<file path="config.mk">
export PLATFORM = sky130hd
export DESIGN_NAME = dtmf_tone_generator_top
export DESIGN_NICKNAME = d
export VERILOG_FILES = /design/src/rtl/core/dtmf_pkg.sv /design/src/rtl/core/dtmf_tone_generator_top.sv /design/src/rtl/core/dtmf_front.sv /design/src/rtl/core/dtmf_cmd_fifo.sv /design/src/rtl/core/dtmf_divider.sv /design/src/rtl/core/dtmf_back.sv
export SDC_FILE = /design/constraint.sdc
export NUM_CORES = 1
export LEC_CHECK = 0
export ABC_AREA = 1
export BUFFER_PORTS_ARGS = -buffer_cell sky130_fd_sc_hd__buf_4
export CAP_MARGIN = 25
export CELL_PAD_IN_SITES_DETAIL_PLACEMENT = 1
export CELL_PAD_IN_SITES_GLOBAL_PLACEMENT = 1
export CORE_UTILIZATION = 54
export CTS_BUF_LIST = sky130_fd_sc_hd__clkbuf_4 sky130_fd_sc_hd__clkbuf_8
export CTS_CLUSTER_SIZE = 25
export DETAILED_ROUTE_END_ITERATION = 7
export HOLD_SLACK_MARGIN = 0.12
export PLACE_DENSITY = 0.89
export SYNTH_ARGS = -nofsm -noshare
export SYNTH_HDL_FRONTEND = slang
export SYNTH_SLANG_ARGS = --single-unit
export TNS_END_PERCENT = 30
</file>
<file path="constraint.sdc">
create_clock -name clk -period 8.6 [get_ports clk]
set_clock_uncertainty 0.05 [all_clocks]
set_input_delay 1.72 -clock clk [delete_from_list [all_inputs] [get_ports clk]]
set_output_delay 1.72 -clock clk [all_outputs]
set_load 0.01 [all_outputs]
</file>
<file path="src/rtl/core/dtmf_pkg.sv">
// ----------------------------------------------------------------------------
// DTMF package
// Shared constants, types and the quarter-wave sine table of the DTMF tone
// generator.
// ----------------------------------------------------------------------------
package dtmf_pkg;

	// Oscillator geometry.
	localparam int PHASE_ENTRIES = 1024;
	localparam int SAMPLE_BITS   = 8;
	localparam int PHASE_BITS    = $clog2(PHASE_ENTRIES);
	localparam int QUARTER       = PHASE_ENTRIES / 4;
	localparam int QUARTER_BITS  = PHASE_BITS - 2;
	localparam int AMP           = 1 << (SAMPLE_BITS - 3);
	localparam int MAG_BITS      = $clog2(AMP + 1);
	localparam int MID           = 1 << (SAMPLE_BITS - 1);

	// Sample rate register and derived lengths.
	localparam int RATE_BITS   = 16;
	localparam int RATE_RESET  = 11025;
	// floor(x / 10) = (x * TENTH_MUL) >> TENTH_SHIFT for every 16-bit x.
	localparam int TENTH_MUL   = 52429;
	localparam int TENTH_SHIFT = 19;
	localparam int LEFT_BITS   = 2 * RATE_BITS - TENTH_SHIFT;

	// Phase step division: (f * PHASE_ENTRIES) / sample_rate.
	localparam int FREQ_BITS     = 11;
	localparam int DIVIDEND_BITS = FREQ_BITS + PHASE_BITS;
	localparam int DIV_CNT_BITS  = $clog2(DIVIDEND_BITS + 1);

	// Keypad.
	localparam int KEYS     = 16;
	localparam int POS_BITS = $clog2(KEYS);

	// Command queue between front and back.
	localparam int CMD_FIFO_DEPTH = 4;
	localparam int FIFO_PTR_BITS  = $clog2(CMD_FIFO_DEPTH);
	localparam int FIFO_CNT_BITS  = $clog2(CMD_FIFO_DEPTH + 1);

	// Play modes.
	localparam logic [1:0] MODE_IDLE = 2'd0;
	localparam logic [1:0] MODE_TONE = 2'd1;
	localparam logic [1:0] MODE_GAP  = 2'd2;

	// Classified command codes.
	localparam logic [1:0] OP_TICK    = 2'd0;
	localparam logic [1:0] OP_KEY     = 2'd1;
	localparam logic [1:0] OP_BAD_KEY = 2'd2;

	typedef logic [7:0] keypad_t [KEYS];
	typedef logic [FREQ_BITS-1:0] freq_tab_t [4];
	typedef logic [8:0] taylor_tab_t [8];
	typedef logic [MAG_BITS-1:0] quarter_tab_t [QUARTER];

	// Keypad in scan order "123A456B789C*0#D".
	localparam keypad_t KEYPAD = '{
		8'h31, 8'h32, 8'h33, 8'h41,
		8'h34, 8'h35, 8'h36, 8'h42,
		8'h37, 8'h38, 8'h39, 8'h43,
		8'h2A, 8'h30, 8'h23, 8'h44
	};

	localparam freq_tab_t COL_FREQ = '{11'd1209, 11'd1336, 11'd1477, 11'd1633};
	localparam freq_tab_t ROW_FREQ = '{11'd697, 11'd770, 11'd852, 11'd941};

	// Divisors of the nested Taylor evaluation of sin(x).
	localparam taylor_tab_t TAYLOR_DIV = '{
		9'd272, 9'd210, 9'd156, 9'd110, 9'd72, 9'd42, 9'd20, 9'd6
	};

	localparam logic [63:0] Q30_ONE     = 64'd1 << 30;
	localparam logic [63:0] HALF_PI_Q40 = 64'd1727108826179;

	// One command as it travels from the front to the back.
	typedef struct packed {
		logic [1:0]          op;
		logic [POS_BITS-1:0] pos;
	} cmd_t;

	// One result item.
	typedef struct packed {
		logic [SAMPLE_BITS-1:0] sample;
		logic                   sample_valid;
		logic                   key_error;
		logic                   key_busy;
		logic                   active;
	} result_t;

	// Divider request and response.
	typedef struct packed {
		logic                     start;
		logic [DIVIDEND_BITS-1:0] dividend;
		logic [RATE_BITS-1:0]     divisor;
	} div_req_t;

	typedef struct packed {
		logic                  done;
		logic [PHASE_BITS-1:0] quotient;
	} div_rsp_t;

	// Magnitude of trunc(AMP * sin(pi/2 * r / PHASE_ENTRIES)) in Q30 fixed
	// point. Evaluated only while the constant table is elaborated.
	function automatic logic [MAG_BITS-1:0] quarter_mag(input logic [63:0] r);
		logic [63:0] x;
		logic [63:0] x2;
		logic [63:0] t;
		logic [63:0] s;
		logic [63:0] m;
		if (r == 64'd0) begin
			m = 64'd0;
		end else if (r >= 64'(PHASE_ENTRIES)) begin
			m = 64'(AMP);
		end else if (64'd3 * r == 64'(PHASE_ENTRIES)) begin
			m = 64'(AMP / 2);
		end else begin
			x  = (r * HALF_PI_Q40) / 64'(PHASE_ENTRIES);
			x  = (x + 64'd512) >> 10;
			x2 = (x * x) >> 30;
			t  = Q30_ONE;
			for (int k = 0; k < 8; k++) begin
				t = Q30_ONE - (((x2 * t) >> 30) / 64'(TAYLOR_DIV[k]));
			end
			s = (x * t) >> 30;
			if (s > Q30_ONE) begin
				s = Q30_ONE;
			end
			m = (64'(AMP) * s) >> 30;
		end
		return m[MAG_BITS-1:0];
	endfunction

	// First quadrant of the sine table; the peak point is handled by the reader.
	function automatic quarter_tab_t build_quarter_tab();
		quarter_tab_t tab;
		for (int j = 0; j < QUARTER; j++) begin
			tab[j] = quarter_mag(64'(j) * 64'(PHASE_ENTRIES / QUARTER));
		end
		return tab;
	endfunction

	localparam quarter_tab_t QUARTER_TAB = build_quarter_tab();

endpackage

</file>
<file path="src/rtl/core/dtmf_tone_generator_top.sv">
// An accepted item passes the front stage register and the command queue before the back
// end registers its result. Throughput: one tick item per cycle while no division runs
// and the result side pops; a started key holds the back end while the shared bit-serial
// divider computes column and row steps, 21 steps each, while four items queue in between.
// Reset: arst_n clears all control state at once; sample_rate returns to 11025 and the
// generator is idle. No clearing pass: the sine table is constant logic.
// ----------------------------------------------------------------------------
// DTMF tone generator
// Table-driven two-oscillator DTMF generator with a classifying front end,
// a command queue and a back end that plays tone and gap samples.
// ----------------------------------------------------------------------------
module dtmf_tone_generator_top (
	input  logic                                clk,
	input  logic                                arst_n,
	input  logic                                push,
	output logic                                full,
	input  logic                                command,
	input  logic [7:0]                          key_char,
	output logic                                empty,
	input  logic                                pop,
	output logic [dtmf_pkg::SAMPLE_BITS-1:0]    sample,
	output logic                                sample_valid,
	output logic                                key_error,
	output logic                                key_busy,
	output logic                                active,
	input  logic                                cfg_wr_en,
	input  logic [dtmf_pkg::RATE_BITS-1:0]      cfg_wr_data
);

	logic               q_push;
	dtmf_pkg::cmd_t     q_wr_cmd;
	logic               q_full;
	logic               q_pop;
	dtmf_pkg::cmd_t     q_rd_cmd;
	logic               q_empty;
	dtmf_pkg::div_req_t div_req;
	dtmf_pkg::div_rsp_t div_rsp;
	dtmf_pkg::result_t  res;

	// Front end: accept and classify.
	dtmf_front u_front (
		.clk       (clk),
		.arst_n    (arst_n),
		.push      (push),
		.full      (full),
		.command   (command),
		.key_char  (key_char),
		.fifo_push (q_push),
		.fifo_cmd  (q_wr_cmd),
		.fifo_full (q_full)
	);

	// Command queue.
	dtmf_cmd_fifo u_cmd_fifo (
		.clk    (clk),
		.arst_n (arst_n),
		.push   (q_push),
		.wr_cmd (q_wr_cmd),
		.full   (q_full),
		.pop    (q_pop),
		.rd_cmd (q_rd_cmd),
		.empty  (q_empty)
	);

	// Phase step divider.
	dtmf_divider u_divider (
		.clk    (clk),
		.arst_n (arst_n),
		.req    (div_req),
		.rsp    (div_rsp)
	);

	// Back end: play and report.
	dtmf_back u_back (
		.clk         (clk),
		.arst_n      (arst_n),
		.cfg_wr_en   (cfg_wr_en),
		.cfg_wr_data (cfg_wr_data),
		.fifo_empty  (q_empty),
		.fifo_cmd    (q_rd_cmd),
		.fifo_pop    (q_pop),
		.div_req     (div_req),
		.div_rsp     (div_rsp),
		.res         (res),
		.res_empty   (empty),
		.res_pop     (pop)
	);

	assign sample       = res.sample;
	assign sample_valid = res.sample_valid;
	assign key_error    = res.key_error;
	assign key_busy     = res.key_busy;
	assign active       = res.active;

endmodule

</file>
<file path="src/rtl/core/dtmf_front.sv">
// ----------------------------------------------------------------------------
// DTMF front end
// Accepts input items, matches key characters against the keypad and passes
// classified commands to the command queue through one register stage.
// ----------------------------------------------------------------------------
module dtmf_front (
	input  logic           clk,
	input  logic           arst_n,
	input  logic           push,
	output logic           full,
	input  logic           command,
	input  logic [7:0]     key_char,
	output logic           fifo_push,
	output dtmf_pkg::cmd_t fifo_cmd,
	input  logic           fifo_full
);

	logic           valid_s1;
	dtmf_pkg::cmd_t cmd_s1;
	dtmf_pkg::cmd_t cmd_class;
	logic           accept;
	logic           forward;
	logic [7:0]     upper_char;
	logic           hit;
	logic [dtmf_pkg::POS_BITS-1:0] hit_pos;

	// Upper-case the character, then search the keypad; first match wins.
	always_comb begin
		if (key_char >= 8'h61 && key_char <= 8'h7A) begin
			upper_char = key_char - 8'd32;
		end else begin
			upper_char = key_char;
		end
		hit     = 1'b0;
		hit_pos = '0;
		for (int i = dtmf_pkg::KEYS - 1; i >= 0; i--) begin
			if (dtmf_pkg::KEYPAD[i] == upper_char) begin
				hit     = 1'b1;
				hit_pos = dtmf_pkg::POS_BITS'(i);
			end
		end
	end

	// Classify the incoming item.
	always_comb begin
		cmd_class.pos = '0;
		if (command) begin
			cmd_class.op = dtmf_pkg::OP_TICK;
		end else if (hit) begin
			cmd_class.op  = dtmf_pkg::OP_KEY;
			cmd_class.pos = hit_pos;
		end else begin
			cmd_class.op = dtmf_pkg::OP_BAD_KEY;
		end
	end

	// Stage handshake: the stage drains into the queue whenever it has room.
	assign forward   = valid_s1 && !fifo_full;
	assign full      = valid_s1 && fifo_full;
	assign accept    = push && !full;
	assign fifo_push = forward;
	assign fifo_cmd  = cmd_s1;

	always_ff @(posedge clk or negedge arst_n) begin
		if (!arst_n) begin
			valid_s1 <= 1'b0;
		end else if (accept) begin
			valid_s1 <= 1'b1;
		end else if (forward) begin
			valid_s1 <= 1'b0;
		end
	end

	always_ff @(posedge clk) begin
		if (accept) begin
			cmd_s1 <= cmd_class;
		end
	end

endmodule

</file>
<file path="src/rtl/core/dtmf_cmd_fifo.sv">
// ----------------------------------------------------------------------------
// DTMF command queue
// Short first-in first-out queue of classified commands between the front
// end and the back end.
// ----------------------------------------------------------------------------
module dtmf_cmd_fifo (
	input  logic           clk,
	input  logic           arst_n,
	input  logic           push,
	input  dtmf_pkg::cmd_t wr_cmd,
	output logic           full,
	input  logic           pop,
	output dtmf_pkg::cmd_t rd_cmd,
	output logic           empty
);

	dtmf_pkg::cmd_t                      entry_q [dtmf_pkg::CMD_FIFO_DEPTH];
	logic [dtmf_pkg::FIFO_PTR_BITS-1:0] wr_ptr_q;
	logic [dtmf_pkg::FIFO_PTR_BITS-1:0] rd_ptr_q;
	logic [dtmf_pkg::FIFO_CNT_BITS-1:0] count_q;
	logic                                do_push;
	logic                                do_pop;

	assign full    = (count_q == dtmf_pkg::FIFO_CNT_BITS'(dtmf_pkg::CMD_FIFO_DEPTH));
	assign empty   = (count_q == '0);
	assign do_push = push && !full;
	assign do_pop  = pop && !empty;
	assign rd_cmd  = entry_q[rd_ptr_q];

	// Pointers and fill count.
	always_ff @(posedge clk or negedge arst_n) begin
		if (!arst_n) begin
			wr_ptr_q <= '0;
			rd_ptr_q <= '0;
			count_q  <= '0;
		end else begin
			if (do_push) begin
				if (wr_ptr_q == dtmf_pkg::FIFO_PTR_BITS'(dtmf_pkg::CMD_FIFO_DEPTH - 1)) begin
					wr_ptr_q <= '0;
				end else begin
					wr_ptr_q <= wr_ptr_q + 1'b1;
				end
			end
			if (do_pop) begin
				if (rd_ptr_q == dtmf_pkg::FIFO_PTR_BITS'(dtmf_pkg::CMD_FIFO_DEPTH - 1)) begin
					rd_ptr_q <= '0;
				end else begin
					rd_ptr_q <= rd_ptr_q + 1'b1;
				end
			end
			if (do_push && !do_pop) begin
				count_q <= count_q + 1'b1;
			end else if (do_pop && !do_push) begin
				count_q <= count_q - 1'b1;
			end
		end
	end

	// Storage.
	always_ff @(posedge clk) begin
		if (do_push) begin
			entry_q[wr_ptr_q] <= wr_cmd;
		end
	end

`ifndef SYNTHESIS
	// The front end never offers an item to a full queue.
	a_no_push_when_full: assert property (@(posedge clk) disable iff (!arst_n)
		push |-> !full)
		else $error("command pushed into full queue");

	// The fill count never passes the depth.
	a_count_bound: assert property (@(posedge clk) disable iff (!arst_n)
		count_q <= dtmf_pkg::FIFO_CNT_BITS'(dtmf_pkg::CMD_FIFO_DEPTH))
		else $error("command queue count out of range");
`endif

endmodule

</file>
<file path="src/rtl/core/dtmf_divider.sv">
// ----------------------------------------------------------------------------
// DTMF phase step divider
// Restoring divider, one quotient bit per cycle, that returns the low phase
// bits of (frequency * PHASE_ENTRIES) / sample_rate.
// ----------------------------------------------------------------------------
module dtmf_divider (
	input  logic               clk,
	input  logic               arst_n,
	input  dtmf_pkg::div_req_t req,
	output dtmf_pkg::div_rsp_t rsp
);

	logic                                busy_q;
	logic                                done_q;
	logic [dtmf_pkg::DIV_CNT_BITS-1:0]  cnt_q;
	logic [dtmf_pkg::DIVIDEND_BITS-1:0] num_q;
	logic [dtmf_pkg::RATE_BITS-1:0]     den_q;
	logic [dtmf_pkg::RATE_BITS-1:0]     rem_q;
	logic [dtmf_pkg::PHASE_BITS-1:0]    quot_q;
	logic [dtmf_pkg::RATE_BITS:0]       trial;
	logic [dtmf_pkg::RATE_BITS:0]       diff;
	logic                                fits;
	logic [dtmf_pkg::RATE_BITS-1:0]     rem_next;

	// One restoring step: bring down the next dividend bit and try a subtract.
	always_comb begin
		trial    = {rem_q, num_q[dtmf_pkg::DIVIDEND_BITS-1]};
		diff     = trial - {1'b0, den_q};
		fits     = (trial >= {1'b0, den_q});
		rem_next = fits ? diff[dtmf_pkg::RATE_BITS-1:0] : trial[dtmf_pkg::RATE_BITS-1:0];
	end

	// Step counter and completion pulse.
	always_ff @(posedge clk or negedge arst_n) begin
		if (!arst_n) begin
			busy_q <= 1'b0;
			done_q <= 1'b0;
			cnt_q  <= '0;
		end else begin
			done_q <= busy_q && (cnt_q == dtmf_pkg::DIV_CNT_BITS'(1));
			if (req.start) begin
				busy_q <= 1'b1;
				cnt_q  <= dtmf_pkg::DIV_CNT_BITS'(dtmf_pkg::DIVIDEND_BITS);
			end else if (busy_q) begin
				cnt_q <= cnt_q - 1'b1;
				if (cnt_q == dtmf_pkg::DIV_CNT_BITS'(1)) begin
					busy_q <= 1'b0;
				end
			end
		end
	end

	// Datapath; only the low quotient bits are kept, the phase wraps anyway.
	always_ff @(posedge clk) begin
		if (req.start) begin
			num_q <= req.dividend;
			den_q <= req.divisor;
			rem_q <= '0;
		end else if (busy_q) begin
			num_q  <= {num_q[dtmf_pkg::DIVIDEND_BITS-2:0], 1'b0};
			rem_q  <= rem_next;
			quot_q <= {quot_q[dtmf_pkg::PHASE_BITS-2:0], fits};
		end
	end

	assign rsp.done     = done_q;
	assign rsp.quotient = quot_q;

`ifndef SYNTHESIS
	// A new division never starts on top of one in flight.
	a_start_when_free: assert property (@(posedge clk) disable iff (!arst_n)
		req.start |-> !busy_q)
		else $error("divider restarted while busy");
`endif

endmodule

</file>
<file path="src/rtl/core/dtmf_back.sv">
// ----------------------------------------------------------------------------
// DTMF back end
// Executes classified commands: starts keys, plays tone and gap samples from
// two phase accumulators, and holds each result in an output register.
// ----------------------------------------------------------------------------
module dtmf_back (
	input  logic                              clk,
	input  logic                              arst_n,
	input  logic                              cfg_wr_en,
	input  logic [dtmf_pkg::RATE_BITS-1:0]    cfg_wr_data,
	input  logic                              fifo_empty,
	input  dtmf_pkg::cmd_t                    fifo_cmd,
	output logic                              fifo_pop,
	output dtmf_pkg::div_req_t                div_req,
	input  dtmf_pkg::div_rsp_t                div_rsp,
	output dtmf_pkg::result_t                 res,
	output logic                              res_empty,
	input  logic                              res_pop
);

	// Sequencer states.
	localparam logic [1:0] ST_RUN     = 2'd0;
	localparam logic [1:0] ST_DIV_COL = 2'd1;
	localparam logic [1:0] ST_DIV_ROW = 2'd2;

	logic [1:0]                              state_q;
	logic [dtmf_pkg::RATE_BITS-1:0]          rate_q;
	logic [1:0]                              mode_q;
	logic [1:0]                              mode_d;
	logic [dtmf_pkg::LEFT_BITS-1:0]          left_q;
	logic [dtmf_pkg::LEFT_BITS-1:0]          left_d;
	logic [dtmf_pkg::LEFT_BITS-1:0]          left_dec;
	logic [dtmf_pkg::PHASE_BITS-1:0]         col_phase_q;
	logic [dtmf_pkg::PHASE_BITS-1:0]         row_phase_q;
	logic [dtmf_pkg::PHASE_BITS-1:0]         col_phase_d;
	logic [dtmf_pkg::PHASE_BITS-1:0]         row_phase_d;
	logic [dtmf_pkg::PHASE_BITS-1:0]         col_step_q;
	logic [dtmf_pkg::PHASE_BITS-1:0]         row_step_q;
	logic [1:0]                              row_idx_q;
	logic                                    res_valid_q;
	dtmf_pkg::result_t                       res_q;
	dtmf_pkg::result_t                       res_d;
	logic                                    cmd_take;
	logic                                    key_start;
	logic                                    busy;
	logic                                    rate_zero;
	logic [2*dtmf_pkg::RATE_BITS-1:0]        rate_prod;
	logic [dtmf_pkg::LEFT_BITS-1:0]          tone_len;
	logic [dtmf_pkg::LEFT_BITS-1:0]          gap_len;
	logic [dtmf_pkg::SAMPLE_BITS-1:0]        tone_sample;

	// Signed sine value of one phase, folded from the first-quadrant table.
	function automatic logic [dtmf_pkg::SAMPLE_BITS-1:0] sine_term(
		input logic [dtmf_pkg::PHASE_BITS-1:0] ph
	);
		logic [dtmf_pkg::QUARTER_BITS:0]   j;
		logic [dtmf_pkg::MAG_BITS-1:0]     mag;
		logic [dtmf_pkg::SAMPLE_BITS-1:0]  ext;
		if (ph[dtmf_pkg::PHASE_BITS-2]) begin
			j = (dtmf_pkg::QUARTER_BITS + 1)'(dtmf_pkg::QUARTER)
				- {1'b0, ph[dtmf_pkg::QUARTER_BITS-1:0]};
		end else begin
			j = {1'b0, ph[dtmf_pkg::QUARTER_BITS-1:0]};
		end
		if (j[dtmf_pkg::QUARTER_BITS]) begin
			mag = dtmf_pkg::MAG_BITS'(dtmf_pkg::AMP);
		end else begin
			mag = dtmf_pkg::QUARTER_TAB[j[dtmf_pkg::QUARTER_BITS-1:0]];
		end
		ext = dtmf_pkg::SAMPLE_BITS'(mag);
		return ph[dtmf_pkg::PHASE_BITS-1] ? -ext : ext;
	endfunction

	// Tone length is rate/10 by reciprocal multiply; the gap is half of it.
	assign rate_prod = rate_q * dtmf_pkg::RATE_BITS'(dtmf_pkg::TENTH_MUL);
	assign tone_len  = rate_prod[dtmf_pkg::TENTH_SHIFT +: dtmf_pkg::LEFT_BITS];
	assign gap_len   = {1'b0, rate_prod[dtmf_pkg::TENTH_SHIFT+1 +: dtmf_pkg::LEFT_BITS-1]};
	assign rate_zero = (rate_q == '0);

	assign tone_sample = dtmf_pkg::SAMPLE_BITS'(dtmf_pkg::MID)
		+ sine_term(col_phase_q) + sine_term(row_phase_q);

	// A command is taken when no division runs and the result slot frees up.
	assign cmd_take = (state_q == ST_RUN) && !fifo_empty && (!res_valid_q || res_pop);
	assign fifo_pop = cmd_take;
	assign busy     = (mode_q != dtmf_pkg::MODE_IDLE);
	assign left_dec = left_q - 1'b1;

	// Next play state and result of the command at the head of the queue.
	always_comb begin
		mode_d      = mode_q;
		left_d      = left_q;
		col_phase_d = col_phase_q;
		row_phase_d = row_phase_q;
		key_start   = 1'b0;
		res_d       = '0;
		case (fifo_cmd.op)
			dtmf_pkg::OP_TICK: begin
				res_d.sample_valid = 1'b1;
				case (mode_q)
					dtmf_pkg::MODE_TONE: begin
						res_d.sample = tone_sample;
						col_phase_d  = col_phase_q + col_step_q;
						row_phase_d  = row_phase_q + row_step_q;
						left_d       = left_dec;
						if (left_dec == '0) begin
							left_d = gap_len;
							mode_d = (gap_len != '0) ? dtmf_pkg::MODE_GAP : dtmf_pkg::MODE_IDLE;
						end
					end
					dtmf_pkg::MODE_GAP: begin
						left_d = left_dec;
						if (left_dec == '0) begin
							mode_d = dtmf_pkg::MODE_IDLE;
						end
					end
					default: begin
						mode_d = dtmf_pkg::MODE_IDLE;
					end
				endcase
			end
			dtmf_pkg::OP_KEY: begin
				res_d.key_busy = busy;
				if (!busy) begin
					key_start   = 1'b1;
					col_phase_d = '0;
					row_phase_d = '0;
					if (tone_len != '0) begin
						left_d = tone_len;
						mode_d = dtmf_pkg::MODE_TONE;
					end else begin
						left_d = gap_len;
						mode_d = (gap_len != '0) ? dtmf_pkg::MODE_GAP : dtmf_pkg::MODE_IDLE;
					end
				end
			end
			dtmf_pkg::OP_BAD_KEY: begin
				res_d.key_error = 1'b1;
				res_d.key_busy  = busy;
			end
			default: begin
				res_d = '0;
			end
		endcase
		res_d.active = (mode_d != dtmf_pkg::MODE_IDLE);
	end

	// Divider requests: column step at key start, row step after it.
	always_comb begin
		div_req.divisor = rate_q;
		if (state_q == ST_DIV_COL) begin
			div_req.start    = div_rsp.done;
			div_req.dividend = {dtmf_pkg::ROW_FREQ[row_idx_q], dtmf_pkg::PHASE_BITS'(0)};
		end else begin
			div_req.start    = cmd_take && key_start && !rate_zero;
			div_req.dividend = {dtmf_pkg::COL_FREQ[fifo_cmd.pos[1:0]],
				dtmf_pkg::PHASE_BITS'(0)};
		end
	end

	// Sequencer, play state, configuration register and output register flag.
	always_ff @(posedge clk or negedge arst_n) begin
		if (!arst_n) begin
			state_q     <= ST_RUN;
			rate_q      <= dtmf_pkg::RATE_BITS'(dtmf_pkg::RATE_RESET);
			mode_q      <= dtmf_pkg::MODE_IDLE;
			left_q      <= '0;
			col_phase_q <= '0;
			row_phase_q <= '0;
			col_step_q  <= '0;
			row_step_q  <= '0;
			row_idx_q   <= '0;
			res_valid_q <= 1'b0;
		end else begin
			if (cfg_wr_en) begin
				rate_q <= cfg_wr_data;
			end
			if (cmd_take) begin
				mode_q      <= mode_d;
				left_q      <= left_d;
				col_phase_q <= col_phase_d;
				row_phase_q <= row_phase_d;
				res_valid_q <= 1'b1;
			end else if (res_pop) begin
				res_valid_q <= 1'b0;
			end
			case (state_q)
				ST_RUN: begin
					if (cmd_take && key_start) begin
						row_idx_q <= fifo_cmd.pos[3:2];
						if (rate_zero) begin
							col_step_q <= '0;
							row_step_q <= '0;
						end else begin
							state_q <= ST_DIV_COL;
						end
					end
				end
				ST_DIV_COL: begin
					if (div_rsp.done) begin
						col_step_q <= div_rsp.quotient;
						state_q    <= ST_DIV_ROW;
					end
				end
				ST_DIV_ROW: begin
					if (div_rsp.done) begin
						row_step_q <= div_rsp.quotient;
						state_q    <= ST_RUN;
					end
				end
				default: begin
					state_q <= ST_RUN;
				end
			endcase
		end
	end

	// Result payload.
	always_ff @(posedge clk) begin
		if (cmd_take) begin
			res_q <= res_d;
		end
	end

	assign res       = res_q;
	assign res_empty = !res_valid_q;

`ifndef SYNTHESIS
	// Idle means nothing left to play, and playing means something left.
	a_idle_no_left: assert property (@(posedge clk) disable iff (!arst_n)
		(mode_q == dtmf_pkg::MODE_IDLE) |-> (left_q == '0))
		else $error("samples left while idle");

	a_play_has_left: assert property (@(posedge clk) disable iff (!arst_n)
		(mode_q != dtmf_pkg::MODE_IDLE) |-> (left_q != '0))
		else $error("tone or gap with no samples left");

	// A finished division only ever answers a step request.
	a_done_in_div: assert property (@(posedge clk) disable iff (!arst_n)
		div_rsp.done |-> (state_q == ST_DIV_COL || state_q == ST_DIV_ROW))
		else $error("division finished outside a step computation");
`endif

endmodule

</file>
* Word-level counts from Yosys, hierarchy flattened
Memory sizes are Yosys's and may differ from the RTL's.
Index checks and enable logic that the tools add are counted.
** Word-level totals
- Bits in read-only memories :: 3072
- Word-level logic and storage cells :: 247
- Latch bits :: 0
- Input port bits :: 30
- Bits in writable memories :: 24
- Memories :: 3
- Register bits after elaboration :: 172
** Operators by class
- Bitwise operators :: 6
- Magnitude comparators :: 7
- $mul :: 1
- Div/mod/pow operators :: 0
- Reduce and logical (&&, ||, !) cells :: 50
- Mux-type cells :: 99
- Eq/ne operators :: 34
- Add/sub/neg operators :: 16
- Shifts and indexed selects :: 0
** Memory list
- (name not given) :: words 256, width 6, read ports 1, clocked after Yosys merged registers in 0, write ports 0, line dtmf_back.sv:68 : mag = dtmf_pkg::QUARTER_TAB[j[dtmf_pkg::QUARTER_BITS-1:0]];
- (name not given) :: words 256, width 6, read ports 1, clocked after Yosys merged registers in 0, write ports 0, line dtmf_back.sv:68
- u_cmd_fifo.entry_q :: words 4, width 6, read ports 1, clocked after Yosys merged registers in 0, write ports 1, line dtmf_cmd_fifo.sv:17 : dtmf_pkg::cmd_t entry_q [dtmf_pkg::CMD_FIFO_DEPTH];
** Operators with widths (count)
- equality test 6 x 8 -> 1 bit (first input constant) :: 12
- one-hot mux 10 bit (2 select lines) :: 4
- 2-to-1 mux 10 bit :: 6
- one-hot mux 13 bit (2 select lines) :: 2
- binary-select mux 11 bit (select 2 bit) :: 2
- 2-to-1 mux 11 bit :: 4
- 2-to-1 mux 21 bit :: 2
- 2-to-1 mux 13 bit :: 3
- 2-to-1 mux 6 bit :: 6
- equality test 7 x 8 -> 1 bit (first input constant) :: 4
- multiplier 16 x 16 -> 32 bit (second input constant) :: 1
- 2-to-1 mux 4 bit :: 8
- 2-to-1 mux 1 bit :: 30
- 2-to-1 mux 2 bit :: 14
- nonzero test 13 bit :: 2
- 2-to-1 mux 8 bit :: 3
- 2-to-1 mux 22 bit :: 1
- adder 10 bit :: 2
- AND reduction 4 bit :: 5
- >= comparator 9 bit (second input constant) :: 2
- 2-to-1 mux 3 bit :: 6
- 2-to-1 mux 9 bit :: 2
- inverter 8 -> 9 bit :: 2
- nonzero test 2 bit :: 9
- 41 further kinds :: 81

* Longest topological paths before layout
- Depth in word-level cells :: 22
- Gate-level depth with buffers :: 36
- Gate-level depth less buffers :: 36

* Modules after synthesis
A second synthesis with hierarchy kept.
** Second synthesis, totals
- Cells, all modules :: 2448
- Area total of the unflattened synthesis :: 18504.0 sq um
** Modules (own cells, without submodules)
- dtmf_back :: times used 1, seq. area each 2269.7 sq um, cells each 1711, area an instance 12418.2 sq um
- dtmf_divider :: times used 1, seq. area each 1906.8 sq um, cells each 492, area an instance 3920.0 sq um
- dtmf_cmd_fifo :: times used 1, seq. area each 895.9 sq um, cells each 131, area an instance 1428.9 sq um
- dtmf_front :: times used 1, seq. area each 205.2 sq um, cells each 114, area an instance 737.0 sq um

* Worst setup path after synthesis
Ideal clock, no wire load.
- Path type :: reg2reg
- Start point :: register u_back.rate_q[4] in the netlist's numbering
- End point :: register u_back.res_q (netlist bit u_back.res[0]) (data pin)
- Stages on the path, launching flop included :: 26
- Slack :: 3.094 ns
- Library setup time :: 0.259 ns
- Buffers on the path :: 0
- Arrival time :: 5.197 ns
- Cells stage by stage :: dfstp_2 inv_1 ha_1 inv_1 fa_1 fa_1 fa_1 fa_1 inv_1 fa_1 ha_1 nand2_1 inv_1 a21oi_1 o21ai_0 nor2_1 nand2_1 xor2_1 nor2_1 nand3_1 nor2_1 nand2_1 nand2_1 nand2_1 nand2_1 nand3_1
** RTL lines
- start, declared :: line dtmf_back.sv:27 : logic [dtmf_pkg::RATE_BITS-1:0] rate_q;
- start signal, assigned :: line dtmf_back.sv:165 : rate_q <= dtmf_pkg::RATE_BITS'(dtmf_pkg::RATE_RESET);
- start signal, assigned :: line dtmf_back.sv:176 : rate_q <= cfg_wr_data;
- end signal, assigned :: line dtmf_back.sv:221 : res_q <= res_d;
- end, declared :: line dtmf_back.sv:41 : dtmf_pkg::result_t res_q;

==> summary.md <==
| Metric | Value |
|---|---|
| Area growth, synth to finish | 6.65% |
| Post-CTS resize count | 0 |
| Detail Route Antenna Nets | 0 |
| Worst min path class | reg -> reg |
| Clk sinks | 186 |
| Nets | 2,556 |
| WP data required | 8.82 ns |
| Crit start category | register |
| CTS tree | done |
| FF+latch count, synth | 186 |
| Clock buffer depth | 2 |
| VDD IR-drop max | 0.397 mV |
| Most frequent cell after synthesis | nand2_1 |
| DIE AREA | 32,500 um2 |
| I/O Pins | 44 |
| Core Area | 31,000 um2 |
| Starting DRT DRC Count | 989 |
| Cell area after layout | 18,300 um2 |
| Sequential area share after synthesis | 0.290 |
| Setup TNS | 0 ns |
| DRC viols | 0 |
| Via-to-Cell Ratio | 5.79 |
| Post-synth EDFFs | 79 |
| Clock latency on the worst-skew pair | 0.52 ns |
| Status | finished clean |
| Root buffer selected by CTS | clkbuf_8 |
| YS warnings | 0 |
| Num CTS Buffers | 17 |
| Max cap viols | 0 |
| Crit-path max cell delay | 0.67 ns |
| Die outline width | 180 um |
| Row count | 64 |
| CTS clk-pin slew, worst paths | 0.12 ns |
| CP Data Arrival Time | 6.76 ns |
| Starting Density | 0.555 |
| Slew @ Worst Pin | 0.926 ns |
| Post-DR wirelength/cell | 20.5 um |
| Post-CTS Setup Inserts | 0 |
| Detailed Place HPWL | 43.2 mm |
| Slew HR | 0.381 |
| Top cells by area, synth | ha_1, edfxtp_1, dfrtp_1 |
| Post-synth top area share | 0.157 |
| Share of layout cells above drive strength 1 | 0.0626 |
| WS Path Type | reg -> reg |
| Static Leakage | 9.61 nW |
| Hold-fix buffers at CTS | 0 |
| Gr usage total | 0.345 |
| Final Slew Violations | 0 |
| Via count | 15,261 |
| Vias in the first global route | 16,849 |
| Port Buffers | 43 |
| Cell variety after synth | 57 |
| Register Area | 4980 um2 |
| Post-synthesis async set-or-reset flop share | 0.489 |
| Initial antenna violation count | 0 |
| Synth top cells by count | nand2_1, inv_1, ha_1 |
| Die height | 180 um |
| Final Hold Viols | 0 |
| Diode count | 0 |
| H-tree levels | 4 |
| Drt pass-1 iters | 5 |
| CP Max Fanout | 8 |
| Min Tclk post-route | 6.54 ns |
| Footprint of the multi-input gates | 10,400 um2 |
| Pwr dens | 361 nW/um2 |
| Synth Cell Area | 17,200 um2 |
| Final setup vio count | 0 |
| Global-route wire length before repair | 88.3 mm |
| Overflow after GRT | 0 |
| Avg Inst Size Synth | 7.85 um2 |
| Dpl cell area | 17,900 um2 |
| RSZ-0062 raised after global routing | no |
| Post-Synthesis Cells | 2,190 |
| Worst setup EP type | register |
| Cell taking the most area after synthesis | ha_1 |
| Cells along the critical path | inv_1, ha_1, inv_1, fa_1, fa_1, fa_1, fa_1, inv_1, fa_1, ha_1, a21oi_1, o21bai_1, a21boi_0, nand3_1, nand2_1, nand2_1, inv_1, nand2_1, nor2_1, nand3_1, nand2_1, nand2_1, nand2_1, nand3_1 |
| Crit share post-route | 0.761 |
| Syn nets | 2,521 |
| GPL Wtd Cong | 0.937 |
| Largest net degree at the start of global routing | 72 |
| Fmax | 0.153 GHz |
| Fillers | 3,903 |
| Hold_ws | 0.427 ns |
| Critical path's slowest cell | dfstp_2 |
| Total Wirelength | 53.9 mm |
| Top FF cell, synth | dfrtp_1 |
| Most used cell, CP | nand2_1 |
## kinds of logic (layout without fill, tap and decap cells)
group / count (synthesis) / after routing / synth area share
flip-flops: 186 / 186 / 0.290
buffers and inverters: 470 / 518 / 0.105
AO/OA/AOI/OAI: 335 / 335 / 0.114
AND/OR/NAND/NOR: 849 / 849 / 0.211
XOR/XNOR: 49 / 49 / 0.0250
adder cells (fa/ha/maj): 301 / 301 / 0.256
## area by class of cell
class,count,area share
clock inverter,14,0.00826
inverter,435,0.0891
sequential,186,0.272
clock buffer,18,0.0132
timing repair buffer,51,0.0231
tap,396,0.0270
multi-input combinational,1534,0.568
## worst paths after layout
check	end	depth (start not counted)	startpoint	slack, ns
worst min register to register	u_divider.quot_q[3]	0	u_divider.quot_q[2]	0.43
max in group asynchronous	u_back.left_q[4]	3	arst_n	6.57
worst max register to register	u_back.res[0]	24	u_back.rate_q[4]	2.06
worst max-delay path	u_back.res[0]	24	u_back.rate_q[4]	2.06
worst min-delay path	u_divider.quot_q[3]	0	u_divider.quot_q[2]	0.43
min in group asynchronous	u_divider.cnt_q[3]	1	arst_n	1.04
## cells in the final DEF, fill, tap and decap left out, types with 31 or more instances in the layout
| master | n |
|---|---|
| buf_4 | 49 |
| nor2_1 | 163 |
| edfxtp_1 | 79 |
| ha_1 | 216 |
| dfrtp_1 | 85 |
| o21ai_0 | 123 |
| a21oi_1 | 87 |
| fa_1 | 85 |
| inv_1 | 424 |
| nand2_1 | 458 |
| xor2_1 | 31 |
| nand3_1 | 130 |
## per-layer routing
layer,vias to the layer above,part of all wire,wire length (um),GRT usage
met1,7536,0.42,22400,0.413
li1,7165,-,-,-
met5,-,0,0,0
met2,424,0.51,27500,0.618
met4,0,0.035,1870,0.137
met3,136,0.040,2130,0.0525
## flip-flops by register name, indices dropped and copies added, names as in the netlist, 11 cells and up
signal and flops:
u_back.res 12, u_divider.num_q 11, u_cmd_fifo.entry_q 24, u_divider.den_q 16, u_divider.rem_q 16, u_back.left_q 13
u_back.rate_q 16
## critical path: cells and delay by family, from the launching register on
kind                       cells  cell delay (ns)
AOI/OAI and AO/OA              3             0.73
adders and majority gates      7             3.54
buffers and inverters          4             0.40
DFF                            1             0.67
and+or+nand+nor               10             0.89
## report_power, final
| part | internal, mW | switching, mW |
|---|---|---|
| Combinational | 1.61 | 3.24 |
| Clock | 0.244 | 0.372 |
| Sequential | 1.05 | 0.0887 |
## through the flow
step                utilization  setup slack (ns)  cells  total power [mW]
finish                    0.591              2.06   2634              6.61
global route              0.591              1.78   2634              7.21
CTS                       0.591              2.14   2633              6.53
detailed placement        0.578              2.25   2601              5.86
global placement          0.577              2.47   2600              5.53
floorplan                     -              3.09   2190              4.44
(Power assumes the default switching activity.)
